`config.mk`:
```
export PLATFORM = sky130hd
export DESIGN_NAME = crt_ram
export DESIGN_NICKNAME = d
export VERILOG_FILES = /design/src/crt_ram.sv
export SDC_FILE = /design/constraint.sdc
export NUM_CORES = 1
export LEC_CHECK = 0
export ABC_AREA = 1
export BUFFER_PORTS_ARGS = -buffer_cell sky130_fd_sc_hd__clkbuf_2
export CAP_MARGIN = 40
export CORE_MARGIN = 2
export CORE_UTILIZATION = 42
export DETAILED_ROUTE_END_ITERATION = 12
export PLACE_DENSITY_LB_ADDON = 0.2
export SETUP_SLACK_MARGIN = 0.3
export SLEW_MARGIN = 30
export SYNTH_ARGS = -nofsm -noshare
export SYNTH_HDL_FRONTEND = slang
export SYNTH_SLANG_ARGS = --single-unit
```
`constraint.sdc`:
```
create_clock -name clk -period 1.43 [get_ports clk]
set_input_delay 0.286 -clock clk [delete_from_list [all_inputs] [get_ports clk]]
set_output_delay 0.286 -clock clk [all_outputs]
set_load 0.005 [all_outputs]
```
`src/crt_ram.sv`:
```
// Generic single-write, single-read synchronous RAM with registered read.
`default_nettype none
module crt_ram #(
	parameter int WIDTH = 8,
	parameter int DEPTH = 16
) (
	input  wire logic                     clk,
	input  wire logic                     we,
	input  wire logic [$clog2(DEPTH)-1:0] waddr,
	input  wire logic [WIDTH-1:0]         wdata,
	input  wire logic                     re,
	input  wire logic [$clog2(DEPTH)-1:0] raddr,
	output logic      [WIDTH-1:0]         rdata
);
	logic [WIDTH-1:0] mem [DEPTH];

	always_ff @(posedge clk) begin
		if (we) begin
			mem[waddr] <= wdata;
		end
		if (re) begin
			rdata <= mem[raddr];
		end
	end
endmodule
`default_nettype wire

```
==> out/qor.yml <==
run_status:
  status: "finished clean"
cts:
  cts_max_level: 4
  path_clk_slew_ps: 60
  hold_buffers: 0
  insertion_delay_ps: 420
  cts_buffers: 17
  clockBufferDepth: 2
  ctsRootBufferMaster: "clkbuf_16"
  post-cts-setup-buffer-count: 0
  cts_tree: "done"
  cts_num_sinks: 136
worst_setup_path:
  worstSetupEndpointType: "primary output"
  rr_worst_depth: 6
  cp_slowest_cell: "edfxtp_1"
  cp_num_buf_inv: 1
  r2r_start: "mem[0][3]"
  cp_max_fo: 1
  timing.rr.end: "rdata[3]"
  cp_cell_sequence: "clkbuf_2"
  slowest_delay_ps: 450
  cp_top_family: "flip-flops"
  cp.required_ps: 1140
  cp.arrival_ps: 1010
  start_kind: "flop"
  crit_type: "reg -> out"
  r2r_setup_slack_ps: 330
timing:
  finClkSkew_ps: 18.4
  setup_violations: 0
  tightest_slew_ps: 514
  hold_slack_ps: 308
  report.final.slew_viol_count: 0
  timing.slew.headroom: 0.657
  fmax_mhz: 772
  rsz0062_at_grt: "yes"
  timing_hold_violations_final: 0
  period_needed_ps: 1290
  tns_ps: 0
  fin_crit_sh: 0.905
global_routing:
  gr-total-overflow: 0
  grt_use_total: 0.186
  grt_max_degree: 40
  antenna_found_initial: 0
  grt_pass1_vias: 3789
  grt_pass1_wl_mm: 20.2
placed_design:
  placedCellCount: 756
  routabilityCongestion: 0.846
  hpwl_mm: 8.10
  placed_area_sq_um: 6300
  port_buffers: 26
die:
  die_w_um: 122
  fp.dieH_um: 122
  coreArea_sq_um: 13700
  dieArea_sq_um: 14900
  rows: 43
  start_util: 0.426
  ioPinCount: 27
synthesis:
  synth-compound-area-share: 0
  netlist_instances: 551
  ys_seq_elements: 136
  seq_area_frac_synth: 0.698
  synth-xor-area-share: 0
  yosys_warnings: 0
  muxShareOfSynthArea: 0
  synth_top_family_by_area: "simple AND/OR/NAND/NOR gates"
  ys_types: 11
  avgSynthCellArea_sq_um: 10.6
  syn_nets: 570
  synth_area_sq_um: 5850
  yosys.area_share.simple: 0.208
  synth_fa_ha_area_frac: 0
worst_hold_path:
  hold_class: "in -> reg"
  hp-start: "re"
  hold_depth: 1
  min_to: "rdata[4]"
routing:
  drt-total-wl_mm: 12.9
  vias: 3872
  wire_per_inst_um: 16.4
  drt-initial-drc-count: 291
  dr.pass1.iters: 5
  vias_per_cell: 4.91
  post-route-drc-count: 0
  ant_nets: 0
power_and_ir_drop:
  p_per_area_nw_per_um2: 1340
  leakagePower_uw: 0.00300
  finalPower_uw: 9380
  peakVddDrop_uv: 858
layout:
  insertedDiodeCount: 0
  layout_commonest_cell: "nand2_1"
  stdcell_count: 788
  drive_above_1_share: 0.183
  finish.net_count: 614
  final_area_sq_um: 6990
  area_growth_pct: 19.5
  final_cell_mix: "nand2_1 (172), edfxtp_1 (136), inv_1 (97), nand3_1 (77), clkbuf_2 (26)"
run:
  maxCapViolations: 0
==> kinds of logic (layout without fill, tap and decap cells) <==
logic type | count (synthesis) | count (layout)
buffers and inverters | 126 | 183
and+or+nand+nor | 289 | 289
DFF | 136 | 136
==> repair_timing <==
action,CTS,global route
setup endpoints to repair,9,15
resized for setup,1,24
pin swaps,0,15
cloned,0,0
==> power breakdown <==
group          switching, uW  leakage (uW)  internal [uW]
clock                   1590      0.000287           2710
sequential              27.9       0.00124           4490
combinational            387       0.00148            180
total                   2000       0.00300           7380
==> worst register-to-register path, delay by kind of cell, from the launching register on <==
| kind | cells | cell delay (ps) |
|---|---|---|
| buffers and inverters | 1 | 70 |
| AND/OR/NAND/NOR | 5 | 380 |
| flip-flops | 1 | 370 |
==> area by class of cell <==
cell class	instances	area, sq um
Fill cell	1205	6730
Sequential cell	136	4080
Multi-Input combinational cell	289	1330
Clock buffer	17	425
Inverter	102	385
Timing Repair Buffer	49	378
Tap cell	180	225
Clock inverter	15	160
==> worst max-delay path by stage <==
| stage | start | to | slack, ps | depth (start not counted) |
|---|---|---|---|---|
| 6_report | rdata[5] | rdata[5] | 140 | 1 |
| 5_1_grt | rdata[5] | rdata[5] | 120 | 1 |
| 4_1_cts | rdata[5] | rdata[5] | 130 | 1 |
| 3_5_place_dp | raddr[1] | rdata[7] | -90 | 6 |
| 3_3_place_gp | raddr[1] | rdata[7] | -80 | 6 |
| 2_1_floorplan | waddr[2] | mem[10][0] | 190 | 2 |
==> cell usage after synthesis (all sizes together) <==
library cell,count,area (sq um)
nand3b,2,15.0
nand2,173,649
nor2,17,63.8
buf,24,166
nand3,97,485
inv,102,383
edfxtp,136,4080
==> state kept, by name (all words and copies together) (netlist names) <==
name and cells:
mem 128, rdata 8
==> per-layer routing <==
metal / GRT usage / wire (um)
met5: 0 / 0
met4: 0.0812 / 319
met3: 0.0426 / 552
met2: 0.289 / 6050
met1: 0.252 / 6020
==> metrics by stage <==
stage / utilization / setup WS [ps]
CTS: 0.502 / 133
global placement: 0.459 / -76.7
floorplan: - / 193
finish: 0.509 / 135
global route: 0.509 / 116
detailed placement: 0.459 / -86.1
No activity file was read; power rests on OpenSTA's default activity.
